==> config.mk <==
export PLATFORM = sky130hd
export DESIGN_NAME = fbc_plane_form
export DESIGN_NICKNAME = d
export VERILOG_FILES = /design/src/rtl/fbc_pkg.sv /design/src/rtl/fbc_plane_form.sv
export SDC_FILE = /design/constraint.sdc
export NUM_CORES = 2
export LEC_CHECK = 0
export BUFFER_PORTS_ARGS = -buffer_cell sky130_fd_sc_hd__buf_2
export CAP_MARGIN = 20
export CORE_AREA = 5 5 554 556
export DETAILED_ROUTE_END_ITERATION = 8
export DIE_AREA = 0 0 559 561
export SLEW_MARGIN = 20
export SYNTH_ARGS = -nofsm -noshare
export SYNTH_HDL_FRONTEND = slang
export SYNTH_SLANG_ARGS = --single-unit
export TNS_END_PERCENT = 100
==> constraint.sdc <==
create_clock -name clk -period 35.4 [get_ports clk]
set_clock_uncertainty 0.1 [all_clocks]
set_input_delay 3.54 -clock clk [delete_from_list [all_inputs] [get_ports clk]]
set_output_delay 3.54 -clock clk [all_outputs]
set_load 0.01 [all_outputs]
==> src/rtl/fbc_pkg.sv <==
`timescale 1ns / 1ps
// ----------------------------------------------------------------------------
// fbc_pkg: shared types and constants of the frustum box cull block
// Matrix entry and plane coefficient types, operation codes and defaults.
// ----------------------------------------------------------------------------
package fbc_pkg;

    localparam int ENTRY_W       = 32;
    localparam int NORM_W        = ENTRY_W + 1;
    localparam int NUM_ROWS      = 4;
    localparam int NUM_PLANES    = 6;
    localparam int NUM_AXES      = 3;

    localparam int BOX_EDGE_DEF  = 16;
    localparam int CELL_BITS_DEF = 16;

    localparam logic OP_LOAD = 1'b0;
    localparam logic OP_TEST = 1'b1;

    typedef logic signed [ENTRY_W-1:0] entry_t;
    typedef entry_t [15:0]             matrix_t;
    typedef logic signed [NORM_W-1:0]  norm_t;
    typedef norm_t [NUM_AXES-1:0]      norm3_t;
    typedef norm3_t [NUM_PLANES-1:0]   plane_norm_t;
    typedef norm_t [NUM_PLANES-1:0]    plane_off_t;

    // Entry m_rk sits at index r*4+k.
    function automatic logic [3:0] entry_index(input logic [1:0] row, input logic [1:0] grp);
        entry_index = {row, grp};
    endfunction

endpackage

==> src/rtl/fbc_plane_form.sv <==
`timescale 1ns / 1ps
// ----------------------------------------------------------------------------
// fbc_plane_form: first pipeline stage
// Forms the six clip planes from the matrix and scales the cell coordinates.
// ----------------------------------------------------------------------------
module fbc_plane_form #(
    parameter int BOX_EDGE  = fbc_pkg::BOX_EDGE_DEF,
    parameter int CELL_BITS = fbc_pkg::CELL_BITS_DEF,
    parameter int P_W       = CELL_BITS + $clog2(BOX_EDGE) + 2
) (
    input  logic                        clk,
    input  logic                        rst_n,
    input  logic                        up_valid,
    output logic                        up_ready,
    input  fbc_pkg::matrix_t            matrix,
    input  logic signed [CELL_BITS-1:0] cell_x,
    input  logic signed [CELL_BITS-1:0] cell_y,
    input  logic signed [CELL_BITS-1:0] cell_z,
    output logic                        dn_valid,
    input  logic                        dn_ready,
    output fbc_pkg::plane_norm_t        normal,
    output fbc_pkg::plane_off_t         offset,
    output logic signed [P_W-1:0]       p_lo [3]
);
    import fbc_pkg::*;

    localparam logic signed [P_W-1:0] EDGE_P = P_W'(BOX_EDGE);

    logic                  valid_reg;
    plane_norm_t           normal_reg;
    plane_norm_t           normal_next;
    plane_off_t            offset_reg;
    plane_off_t            offset_next;
    logic signed [P_W-1:0] p_lo_reg [3];
    logic signed [P_W-1:0] cell_ext [3];
    logic                  load_en;

    assign up_ready = !valid_reg || dn_ready;
    assign load_en  = up_valid && up_ready;

    assign cell_ext[0] = P_W'(cell_x);
    assign cell_ext[1] = P_W'(cell_y);
    assign cell_ext[2] = P_W'(cell_z);

    // Plane 2k is m_3 + m_k, plane 2k+1 is m_3 - m_k, per row.
    always_comb
    begin
        for (int k = 0; k < 3; k++)
        begin
            for (int r = 0; r < 3; r++)
            begin
                normal_next[2*k][r] =
                    NORM_W'($signed(matrix[entry_index(2'(r), 2'd3)])) +
                    NORM_W'($signed(matrix[entry_index(2'(r), 2'(k))]));
                normal_next[2*k+1][r] =
                    NORM_W'($signed(matrix[entry_index(2'(r), 2'd3)])) -
                    NORM_W'($signed(matrix[entry_index(2'(r), 2'(k))]));
            end
            offset_next[2*k] =
                NORM_W'($signed(matrix[entry_index(2'd3, 2'd3)])) +
                NORM_W'($signed(matrix[entry_index(2'd3, 2'(k))]));
            offset_next[2*k+1] =
                NORM_W'($signed(matrix[entry_index(2'd3, 2'd3)])) -
                NORM_W'($signed(matrix[entry_index(2'd3, 2'(k))]));
        end
    end

    always_ff @(posedge clk or negedge rst_n)
    begin
        if (!rst_n)
        begin
            valid_reg <= 1'b0;
        end
        else if (up_ready)
        begin
            valid_reg <= up_valid;
        end
    end

    always_ff @(posedge clk)
    begin
        if (load_en)
        begin
            normal_reg <= normal_next;
            offset_reg <= offset_next;
            for (int r = 0; r < 3; r++)
            begin
                p_lo_reg[r] <= cell_ext[r] * EDGE_P;
            end
        end
    end

    assign dn_valid = valid_reg;
    assign normal   = normal_reg;
    assign offset   = offset_reg;
    assign p_lo     = p_lo_reg;

endmodule

# Yosys cells after proc, flatten, opt, wreduce, memory -nomap -nowiden

Cells that the tools add are included.

Add/subtract/negate cells: 24
Reduce and logical (&&, ||, !) cells: 3

Operators by type and width:

| kind              | count |
|---|---|
| $add 32x32->33    | 12 |
| $sub 32x32->33    | 12 |
| $logic_and 1x1->1 | 1 |
| $logic_not 1->1   | 1 |
| $logic_or 1x1->1  | 1 |

Bits in registers: 841
Input bits: 564
Logic and storage cells: 55

# Longest topological paths before layout

Depth in word-level cells: 3
Gate-level depth with buffers: 14
Gate-level depth less buffers: 14

# Worst setup path before layout

Ideal clock, no wire load.

Kind: input to register
Start: input port dn_ready
End: register normal_reg, in the netlist normal[0] (enable)
Library setup time: 1.310 ns
Arrival time: 22.446 ns
Data required time: 33.990 ns
Path slack: 11.544 ns
Stages on the path: 2
Cell sequence: nand2b_1 and2_1

Longest elaborated chain between the ends: 2

RTL lines:

| what                   | RTL line             | RTL |
|---|---|---|
| start: declaration     | fbc_plane_form.sv:20 | `input logic dn_ready,` |
| $logic_or 1x1->1       | fbc_plane_form.sv:38 | `assign up_ready = !valid_reg \|\| dn_ready;` |
| $logic_and 1x1->1      | fbc_plane_form.sv:39 | `assign load_en = up_valid && up_ready;` |
| named net load_en      | fbc_plane_form.sv:36 | `logic load_en;` |
| end signal: assignment | fbc_plane_form.sv:84 | `normal_reg <= normal_next;` |
| end: declaration       | fbc_plane_form.sv:30 | `plane_norm_t normal_reg;` |

The timed path passes the listed nets, and every way through them passes these cells.
A chain may end at the register's enable or synchronous reset.

# Worst setup path in the final report

Start: input port dn_ready
End: output port up_ready

Longest elaborated chain between the ends: 1

RTL lines:

| what             | RTL line             | RTL |
|---|---|---|
| $logic_or 1x1->1 | fbc_plane_form.sv:38 |  |
| end: declaration | fbc_plane_form.sv:14 | `output logic up_ready,` |

Every way passes these cells.

==> results.py <==
metrics = {
    "run_status": {
        "status": "complete, no violations",
    },
    "cells_and_area": {
        "drive_above_1_share": 0.220,
        "syn2layout_area_growth_pct": 23.3,
        "nNetsFinal": 9157,
        "largest_register_ffs": 585,
        "fin_util": 0.260,
        "fill_cells": 32500,
    },
    "grt": {
        "grt_usage": 0.174,
        "grt.overflow.total": 0,
        "grt_max_degree": 79,
        "grt_pass1_vias": 52900,
        "antenna_found_initial": 149,
        "grt_pass1_wl_microns": 395000,
    },
    "power": {
        "pwr-share-clk": 0.329,
        "p_int_uw": 2310,
        "p_sw_frac": 0.344,
        "p_leak_uw": 0.0336,
        "p_total_uw": 3530,
        "seqPwrFrac": 0.367,
        "p_switching_uw": 1220,
        "p_comb_frac": 0.304,
        "ir_drop_mv": 0.0451,
        "power_density_mw_per_mm2": 45.1,
    },
    "clock_tree": {
        "cts_root_buffer": "clkbuf_16",
        "cts_max_level": 3,
        "clock_path_buffers": 4,
        "clock_sinks": 829,
        "cts.clk_slew.worst_paths_ns": 0.06,
        "cts_setup_buffers": 0,
        "cts_tree": "done",
        "clk_latency_ns": 0.86,
        "cts_made_buffers": 112,
        "cts_hold_buf": 0,
        "cts_resized": 0,
    },
    "route": {
        "wirelength_microns": 287000,
        "drcViolationCount": 0,
        "drt-pass1-iter-count": 5,
        "drtAntennaViolNets": 0,
        "wl_per_cell_microns": 24.1,
        "dr_total_vias": 54200,
        "drt_iter0_markers": 4017,
        "via_per_inst": 4.54,
    },
    "worst_hold_path": {
        "hp-class": "flip-flop to flip-flop",
    },
    "synthesis": {
        "ys_seq_elements": 829,
        "yosys.area.top_type": "edfxtp_1",
        "synthCells": 6537,
        "ys_async_sr_fraction": 0.00121,
        "synth_top_area_frac": 0.392,
        "synth.yosys.seq_area_share": 0.392,
        "syn_avg_cell_area_sq_um": 9.71,
        "synthFlopType": "edfxtp_1",
        "syn_area_sq_mm": 0.0635,
        "yosysUniqueCellTypes": 120,
        "synth-warning-count": 0,
        "synthTopCellsByArea": "edfxtp_1 39%, ha_1 15%, xnor2_1 7.6%",
        "synth_most_common_cell": "edfxtp_1",
        "synthTopCellsByCount": "828 x edfxtp_1, 768 x ha_1, 726 x inv_1",
        "synth_edf_count": 828,
    },
    "die": {
        "io_pins": 1424,
        "initial_utilization": 0.211,
        "die_w_microns": 559,
        "dieArea_sq_mm": 0.314,
        "core_sq_mm": 0.302,
        "rows": 202,
        "die_h_microns": 561,
    },
    "timing": {
        "drv_slew": 0,
        "max_freq_mhz": 130,
        "rsz0062_at_grt": "no",
        "setup_viol": 0,
        "whs_ns": 0.590,
        "slew_headroom": 0.301,
        "hold_violations": 0,
        "tightest_slew_ns": 1.05,
        "finalSetupTns_ns": 0,
        "fin_crit_ns": 7.69,
        "final.period_utilization": 0.217,
    },
    "critical_path": {
        "arrival_ns": 4.05,
        "cp_max_fo": 3,
        "critical_path.startpoint_type": "primary input",
        "criticalPathCategory": "primary input to output pin",
        "critPathRequiredTime_ns": 31.76,
        "end_kind": "output pin",
    },
    "placed_design": {
        "dp_hpwl_microns": 246000,
        "io_buffers": 1411,
        "gp_congestion": 0.982,
    },
    "run": {
        "drv_cap": 0,
    },
}
## logic make-up after synthesis
kind of cell,after synthesis,share of synthesized area
adders and majority gates,792,0.159
buffers and inverters,1030,0.0646
xor gates and xnor gates,670,0.0924
muxes,5,0.000808
other,1,0.0000591
and+or+nand+nor,1451,0.108
AOI/OAI and AO/OA,1759,0.183
DFF,829,0.392
## final cells by class
type / count / area (sq um) / area share
multi-input cells: 4689 / 34500 / 0.441
flip-flops and latches: 829 / 24900 / 0.318
repair buffers: 1436 / 7250 / 0.0926
well taps: 3978 / 4980 / 0.0636
clock buffers: 125 / 2870 / 0.0367
inverters: 733 / 2750 / 0.0352
clock inverters: 78 / 837 / 0.0107
diodes: 60 / 150 / 0.00192
## power groups by stage
stage	clock, uW	combinational (uW)	sequential, uW
after detailed placement	0	1070	1310
final	1160	1070	1290
after global routing	1240	1160	1300
after global placement	0	1070	1320
after floorplan	0	587	1400
after CTS	1200	1080	1300
## critical path: stages
cell and delay (ns):
buf_2 0.10, nand2b_1 0.22, buf_2 0.19
## cells in the final DEF (no fill, tap or decap), drive strengths merged, types with 32 or more instances in the layout
cell,synthesis,final
inv,727,732
a211oi,53,53
ha,768,768
nor2,642,642
nand2b,96,96
nor3,129,129
nand3,85,85
o21bai,181,181
nand4,33,33
xnor2,552,552
clkinv,6,51
and3,32,32
o31ai,54,54
o21ai,271,271
or3,43,43
diode,0,60
xor2,118,118
a21o,125,125
a31oi,63,63
clkbuf,207,125
a21oi,648,648
nor2b,80,80
nand2,182,182
edfxtp,828,828
buf,90,1436
o21a,65,65
## per-layer routing
layer,GRT usage,up-vias,part of all wire
met5,0,-,0.0019
met4,0.0918,80,0.062
met3,0.0448,556,0.073
met2,0.316,2111,0.50
met1,0.183,25800,0.36
li1,-,25600,-
## worst paths after layout
path,from,to,slack (ns),cells past startpoint
max in group asynchronous,rst_n,dn_valid,32.78,1
min,dn_valid,dn_valid,0.59,2
min reg2reg,dn_valid,dn_valid,0.59,2
min in group asynchronous,rst_n,dn_valid,2.34,1
max,dn_ready,up_ready,27.71,3
max reg2reg,dn_valid,normal[108],30.21,6
## through the flow
stage          cells  area [sq um]  setup slack [ns]
2_1_floorplan   6548         63500             11.54
3_3_place_gp   11700         74400             27.04
3_5_place_dp   11700         74400             26.98
4_1_cts        11900         78100             27.73
5_1_grt        11900         78100             27.62
6_report       11900         78300             27.71
Power figures use the tool's default switching activity.
