## config.mk

```make
export PLATFORM = sky130hd
export DESIGN_NAME = fbc_matrix_store
export DESIGN_NICKNAME = d
export VERILOG_FILES = /design/src/rtl/fbc_pkg.sv /design/src/rtl/fbc_matrix_store.sv
export SDC_FILE = /design/constraint.sdc
export NUM_CORES = 1
export LEC_CHECK = 0
export ABC_AREA = 1
export BUFFER_PORTS_ARGS = -buffer_cell sky130_fd_sc_hd__buf_2
export CORE_AREA = 3 3 252 254
export DETAILED_ROUTE_END_ITERATION = 10
export DIE_AREA = 0 0 255 257
export HOLD_SLACK_MARGIN = 0.08
export SLEW_MARGIN = 0
export SYNTH_ARGS = -nofsm -noshare
export SYNTH_HDL_FRONTEND = slang
export SYNTH_SLANG_ARGS = --single-unit
```

## constraint.sdc

```tcl
create_clock -name clk -period 0.8 [get_ports clk]
set_input_delay 0.04 -clock clk [delete_from_list [all_inputs] [get_ports clk]]
set_output_delay 0.04 -clock clk [all_outputs]
set_load 0.005 [all_outputs]
```

## src/rtl/fbc_pkg.sv

```systemverilog
`timescale 1ns / 1ps
// ----------------------------------------------------------------------------
// fbc_pkg: shared types and constants of the frustum box cull block
// Matrix entry and plane coefficient types, operation codes and defaults.
// ----------------------------------------------------------------------------
package fbc_pkg;

    localparam int ENTRY_W       = 32;
    localparam int NORM_W        = ENTRY_W + 1;
    localparam int NUM_ROWS      = 4;
    localparam int NUM_PLANES    = 6;
    localparam int NUM_AXES      = 3;

    localparam int BOX_EDGE_DEF  = 16;
    localparam int CELL_BITS_DEF = 16;

    localparam logic OP_LOAD = 1'b0;
    localparam logic OP_TEST = 1'b1;

    typedef logic signed [ENTRY_W-1:0] entry_t;
    typedef entry_t [15:0]             matrix_t;
    typedef logic signed [NORM_W-1:0]  norm_t;
    typedef norm_t [NUM_AXES-1:0]      norm3_t;
    typedef norm3_t [NUM_PLANES-1:0]   plane_norm_t;
    typedef norm_t [NUM_PLANES-1:0]    plane_off_t;

    // Entry m_rk sits at index r*4+k.
    function automatic logic [3:0] entry_index(input logic [1:0] row, input logic [1:0] grp);
        entry_index = {row, grp};
    endfunction

endpackage

```

## src/rtl/fbc_matrix_store.sv

```systemverilog
`timescale 1ns / 1ps
// ----------------------------------------------------------------------------
// fbc_matrix_store: projection-view matrix register file
// Holds sixteen entries; a load writes one group k (entries m0k to m3k).
// ----------------------------------------------------------------------------
module fbc_matrix_store (
    input  logic             clk,
    input  logic             rst_n,
    input  logic             wr_en,
    input  logic [1:0]       wr_group,
    input  fbc_pkg::entry_t  wr_x,
    input  fbc_pkg::entry_t  wr_y,
    input  fbc_pkg::entry_t  wr_z,
    input  fbc_pkg::entry_t  wr_w,
    output fbc_pkg::matrix_t matrix
);
    import fbc_pkg::*;

    matrix_t m_reg;

    always_ff @(posedge clk or negedge rst_n)
    begin
        if (!rst_n)
        begin
            m_reg <= '0;
        end
        else if (wr_en)
        begin
            m_reg[entry_index(2'd0, wr_group)] <= wr_x;
            m_reg[entry_index(2'd1, wr_group)] <= wr_y;
            m_reg[entry_index(2'd2, wr_group)] <= wr_z;
            m_reg[entry_index(2'd3, wr_group)] <= wr_w;
        end
    end

    assign matrix = m_reg;

endmodule

```

[Word-level counts from Yosys, hierarchy flattened]
Index checks and enable logic that the tools add are counted.
Word-level totals
  register bits after elaboration: 512
  latch bits: 0
  RAM bits: 0
  memory bits (read-only): 0
  bits of input ports: 133
  output and inout bits: 512
  memories: 0
Cells by class
  $add $sub $neg: 0
  multiply operators: 0
  div/mod/pow operators: 0
  magnitude comparators: 8
  eq/ne operators: 0
  shifts and indexed selects: 0
  mux-type cells: 12
  bitwise logic cells: 0
  reduce and logical (&&, ||, !) cells: 4
Operators by type and width (number)
  bitwise mux 512 bit: 4
  demux 32 bit (select 2 bit): 4
  two-way mux 32 bit: 4
  less-than comparator 4 x 5 -> 1 bit (second input constant): 2
  greater-or-equal comparator 4 x 1 -> 1 bit (second input constant): 2
  less-than comparator 2 x 5 -> 1 bit (second input constant): 1
  less-than comparator 3 x 5 -> 1 bit (second input constant): 1
  logical AND 1 bit: 4
  greater-or-equal comparator 3 x 1 -> 1 bit (second input constant): 1
  greater-or-equal comparator 2 x 1 -> 1 bit (second input constant): 1

[Depth between registers and ports, before layout]
  depth in word-level cells: 8
  mapped depth: 7
  gate-level depth less buffers: 4

[Least setup slack after synthesis]
OpenSTA, ideal clock, no wires.
  kind: input to register
  start: in wr_group[1]
  end: reg m_reg (netlist bit matrix[395])
  library setup time: 0.116 ns
  arrival time: 0.761 ns
  required time: 0.684 ns
  setup slack: -0.077 ns
  cell stages on the path: 7
  path buffers: 3
  cell sequence: buf_4 > nor2_4 > nand2_1 > buf_2 > buf_2 > nand2_1 > nand2_1
On the way
  longest elaborated chain between the ends: 5
  elaborated cells between the ends (all ways): 6
  classes of those cells: 2 x order compare; 3 x mux; 1 x reduce/logical
Ends and longest elaborated chain
  from (decl): line fbc_matrix_store.sv:10  | input logic [1:0] wr_group,
  less-than comparator 4 x 5 -> 1 bit (implied by the code) or greater-or-equal comparator 4 x 1 -> 1 bit (tied branches): line fbc_matrix_store.sv:32  | m_reg[entry_index(2'd3, wr_group)] <= wr_w;
  logical AND 1 bit (implied by the code): line fbc_matrix_store.sv:32
  two-way mux 32 bit (implied by the code): line fbc_matrix_store.sv:32
  demux 32 bit (select 2 bit) *: line fbc_matrix_store.sv:32
  bitwise mux 512 bit *: line fbc_matrix_store.sv:32
  to (signal, indexed assignment): line fbc_matrix_store.sv:30  | m_reg[entry_index(2'd1, wr_group)] <= wr_y;
  to (signal, indexed assignment): line fbc_matrix_store.sv:31  | m_reg[entry_index(2'd2, wr_group)] <= wr_z;
  to (signal, indexed assignment): line fbc_matrix_store.sv:32
  to (decl): line fbc_matrix_store.sv:19  | matrix_t m_reg;
Mark *: on every way between the ends. The rest lies on a longest branch, timed or not.
A chain may end at the register's enable or synchronous reset.

[Final worst setup path]
  start: reg m_reg (netlist bit matrix[378])
  end: out matrix[378] (netlist name)
RTL lines
  from (signal, indexed assignment): line fbc_matrix_store.sv:29  | m_reg[entry_index(2'd0, wr_group)] <= wr_x;
  from (signal, indexed assignment): line fbc_matrix_store.sv:30
  from (signal, indexed assignment): line fbc_matrix_store.sv:31
  to (decl): line fbc_matrix_store.sv:15  | output fbc_pkg::matrix_t matrix
No word-level cell between the ends.

==> metrics.md <==
| Metric | Value |
|---|---|
| Clock Power Share | `between 30 and 40%` |
| Vias per inst | `a little under 5` |
| Reg power frac | `between 40 and 50%` |
| Syn_nets | `between 2000 and 2500` |
| Crit start category | `flip-flop` |
| Area Overhead vs Synth | `54.0%` |
| Core Footprint | `61500 um2` |
| Die area | `~66000 um2` |
| Number of setup violations in the final report | `556` |
| Maximum single-stage delay on the critical path | `approximately 0.42 ns` |
| Slowest cell on crit path | `sky130_fd_sc_hd__dfrtp_1` |
| Most common cell in the netlist | `sky130_fd_sc_hd__nand2_1` |
| Number of flip-flops in the largest register | `~510` |
| Main area contributors after synthesis | `sky130_fd_sc_hd__dfrtp_1, sky130_fd_sc_hd__nand2_1, sky130_fd_sc_hd__nand4_1, sky130_fd_sc_hd__buf_2, sky130_fd_sc_hd__nand3_1` |
| Combinational group share of total power | `between 20% and 30%` |
| CTS tree | `built` |
| Final Max Tran Viols | `0` |
| Power per standard cell area | `roughly 2400 nW/um2` |
| Number of sinks driven by the clock tree | `between 500 and 600` |
| Run status | `finished with violations` |
| Kind of end point of the critical path | `output pin` |
| Detailed placer's ending HPWL | `56300 um` |
| GR Overflow Total | `0` |
| Net load switching power | `around 22 mW` |
| I/O Pins | `approximately 650` |
| Maximum buffer depth of the clock tree | `3` |
| Fraction of final layout cells with drive strength greater than 1 | `about a third` |
| Combined area of all synthesized cells | `roughly 20000 um2` |
| Minimum setup slack in the final design | `-0.408 ns` |
| Top-area cell type share of the netlist area | `62.7%` |
| Violated checks | `negative hold slack, negative setup slack` |
| Arrival time reported for the critical path endpoint | `between 1 and 1.5 ns` |
| Antenna violations before repair | `0` |
| Sw frac | `roughly 29%` |
| Ranking of synthesized cells by instance count | `sky130_fd_sc_hd__nand2_1, sky130_fd_sc_hd__dfrtp_1, sky130_fd_sc_hd__nand4_1` |
| Library cell occupying the most area in the post-synthesis netlist | `sky130_fd_sc_hd__dfrtp_1` |
| Max-cap viol count | `0` |
| Final hold violation count | `17` |
| CP Depth | `1` |
| Worst hold start | `wr_en` |
| Die height | `~260 um` |
| Number of cell instances on the worst register-to-register path | `4` |
| Hold Path Class | `in -> reg` |
| Starting utilization of the core area | `roughly a third` |
| CTS Root Buffer Type | `sky130_fd_sc_hd__clkbuf_16` |
| Primary flip-flop cell chosen by synthesis mapping | `sky130_fd_sc_hd__dfrtp_1` |
| Level count of the clock H-tree | `2` |
| Post-detailed-routing wire length | `about 84000 um` |
| Peak ir drop on the vdd network | `0.00177 V` |
| Setup repair after global routing missed its margin | `yes` |
| YS warnings | `0` |
| Slew Limit Headroom | `70.2%` |
| Cell count after synthesis | `about 2200` |
| Proportion of register bits with asynchronous set or reset after synthesis | `100%` |
| Num CTS Buffers | `57` |
| Worst Hold Depth | `3` |
| Synth Area per Inst | `9.12 um2` |
| Sum of buffers and inverters on the critical path | `1` |
| DIE WIDTH | `roughly 260 um` |
| Worst-margin pin slew | `between 0.4 and 0.5 ns` |
| Post-layout nets | `roughly 3400` |
| Instance area after placement | `approximately 26000 um2` |
| Fin Clk Skew | `0 ns` |
| Maximum number of pins on one net before global-route repair | `between 60 and 70` |
| Global-route usage over all layers | `between 20 and 25%` |
| Type of the worst setup path | `reg -> out` |
| Clock Pin Slew Worst Setup and Hold Paths | `0.06 ns` |
| Delay-heaviest family, CP | `flip-flops` |
| IO buf count | `around 640` |
| Vias in the first global route | `a little under 20000` |
| Sequential share of the synthesized area | `a little over three fifths` |
| Crit-path cells | `buf_2` |
| Detailed router's first-iteration violation count | `~1800` |
| Worst flop-to-flop path startpoint | `matrix[384]` |
| FP Rows | `just over 90` |
| Wire length of the first global-routing pass | `124000 um` |
| Number of flip-flops and latches in the synthesized netlist | `a little over 500` |
| Number of enable flip-flop cells after synthesis | `0` |
| Post-route clock period utilization | `151%` |
| Clock latency at the later pin of the worst-skew pair | `0.59 ns` |
| Number of distinct library cells after synthesis | `10` |
| Crit path required time | `~0.76 ns` |
| Post-route cell area | `about 31000 um2` |
| Total number of vias | `slightly above 20000` |
| Drt wl/cell | `20.2 um` |
| Static Leakage | `between 15 and 20 nW` |
| GPL Wtd Cong | `between 0.8 and 0.9` |
| Maximum net fanout on the critical path | `2` |
| Power Internal | `54.6 mW` |
| WHS | `-0.237 ns` |
| DRC violation count after routing | `0` |
| Critical path launch point | `matrix[378]` |
| Number of iterations in the first detailed-routing pass | `5` |
| Final critical delay including setup and external delays | `between 1 and 1.5 ns` |
| Number of nets still failing antenna checks after routing | `0` |
| Max Fclk | `0.828 GHz` |
## per-layer routing
metal	routed length, um	GRT usage (%)	vias up
met3	6740	4.88	201
met5	0	0	-
met1	33800	32.3	9988
met4	3490	9.50	0
li1	-	-	9443
met2	39700	38.9	1010
## tightest hold or removal path, delay by kind of cell
| kind | cells | cell delay (ns) |
|---|---|---|
| buffers and inverters | 1 | 0.14 |
| AND/OR/NAND/NOR | 2 | 0.13 |
## power by group through the flow
stage          combinational, mW  clock [mW]  sequential (mW)
2_1_floorplan               4.51           0             32.9
3_3_place_gp                13.3           0             32.8
3_5_place_dp                13.6           0             32.7
4_1_cts                     16.2        26.8             32.4
5_1_grt                     19.4        27.8             33.0
6_report                    17.8        26.3             32.6
## area by class of cell
type                       instances  area, um2
antenna                            1       2.50
timing repair buffer            1200       9140
multi-input combinational       1543       6680
sequential                       512      12800
clock inverter                    20        196
inverter                           2       12.5
fill                            5525      30000
tap                              790        988
clock buffer                      83       1670
## path summary, 6_finish.rpt
kind / endpoint / slack [ns]
worst max register to register: matrix[384] / -0.07
worst max-delay path: matrix[378] / -0.41
worst min register to register: matrix[158] / 0.46
max in group asynchronous: matrix[387] / 0.29
worst min-delay path: matrix[389] / -0.24
min in group asynchronous: matrix[342] / 0.05
## per-stage QoR
step,util (%),power [mW],TNS (ns),instances,setup WS [ns]
after floorplan,-,37.5,-0.670,2242,-0.00670
after global placement,42.0,46.1,-84.80,3655,-0.234
after detailed placement,42.0,46.3,-91.37,3655,-0.266
after CTS,49.5,75.5,-227.22,4029,-0.469
after global routing,51.2,80.2,-207.61,4150,-0.453
final,51.2,76.7,-181.44,4151,-0.408
## placed cells by master, fill, tap and decap left out
master / instances
sky130_fd_sc_hd__clkbuf_8: 15
sky130_fd_sc_hd__clkinvlp_4: 1
sky130_fd_sc_hd__buf_12: 68
sky130_fd_sc_hd__nand4_1: 256
sky130_fd_sc_hd__nand3_4: 3
sky130_fd_sc_hd__nand2_1: 1145
sky130_fd_sc_hd__nand2_4: 1
sky130_fd_sc_hd__diode_2: 1
sky130_fd_sc_hd__clkbuf_1: 11
sky130_fd_sc_hd__clkinv_2: 11
sky130_fd_sc_hd__buf_4: 341
sky130_fd_sc_hd__dlygate4sd3_1: 138
sky130_fd_sc_hd__nand3_1: 128
sky130_fd_sc_hd__dlymetal6s4s_1: 2
sky130_fd_sc_hd__nor2_4: 2
sky130_fd_sc_hd__buf_8: 3
sky130_fd_sc_hd__clkbuf_16: 58
sky130_fd_sc_hd__inv_4: 2
sky130_fd_sc_hd__buf_6: 80
sky130_fd_sc_hd__inv_6: 5
sky130_fd_sc_hd__bufinv_16: 3
sky130_fd_sc_hd__dfrtp_1: 512
sky130_fd_sc_hd__buf_2: 567
sky130_fd_sc_hd__nand2_2: 8
## kinds of logic (layout without fill, tap and decap cells)
| kind of cell | Yosys count | after routing | synth area share, % |
|---|---|---|---|
| buf+inv | 187 | 1305 | 5.05 |
| simple gates | 1543 | 1543 | 32.3 |
| other cells | 0 | 1 | 0 |
| flops | 512 | 512 | 62.7 |
## what timing repair did
action / CTS / global route
gates cloned: 0 / 2
gates resized for setup: 75 / 33
hold buffers: 138 / 7
pin swaps: 0 / 7
hold endpoints to repair: 1024 / 159
setup buffers: 133 / 128
setup endpoints to repair: 512 / 723
Power figures use the tool's default switching activity.
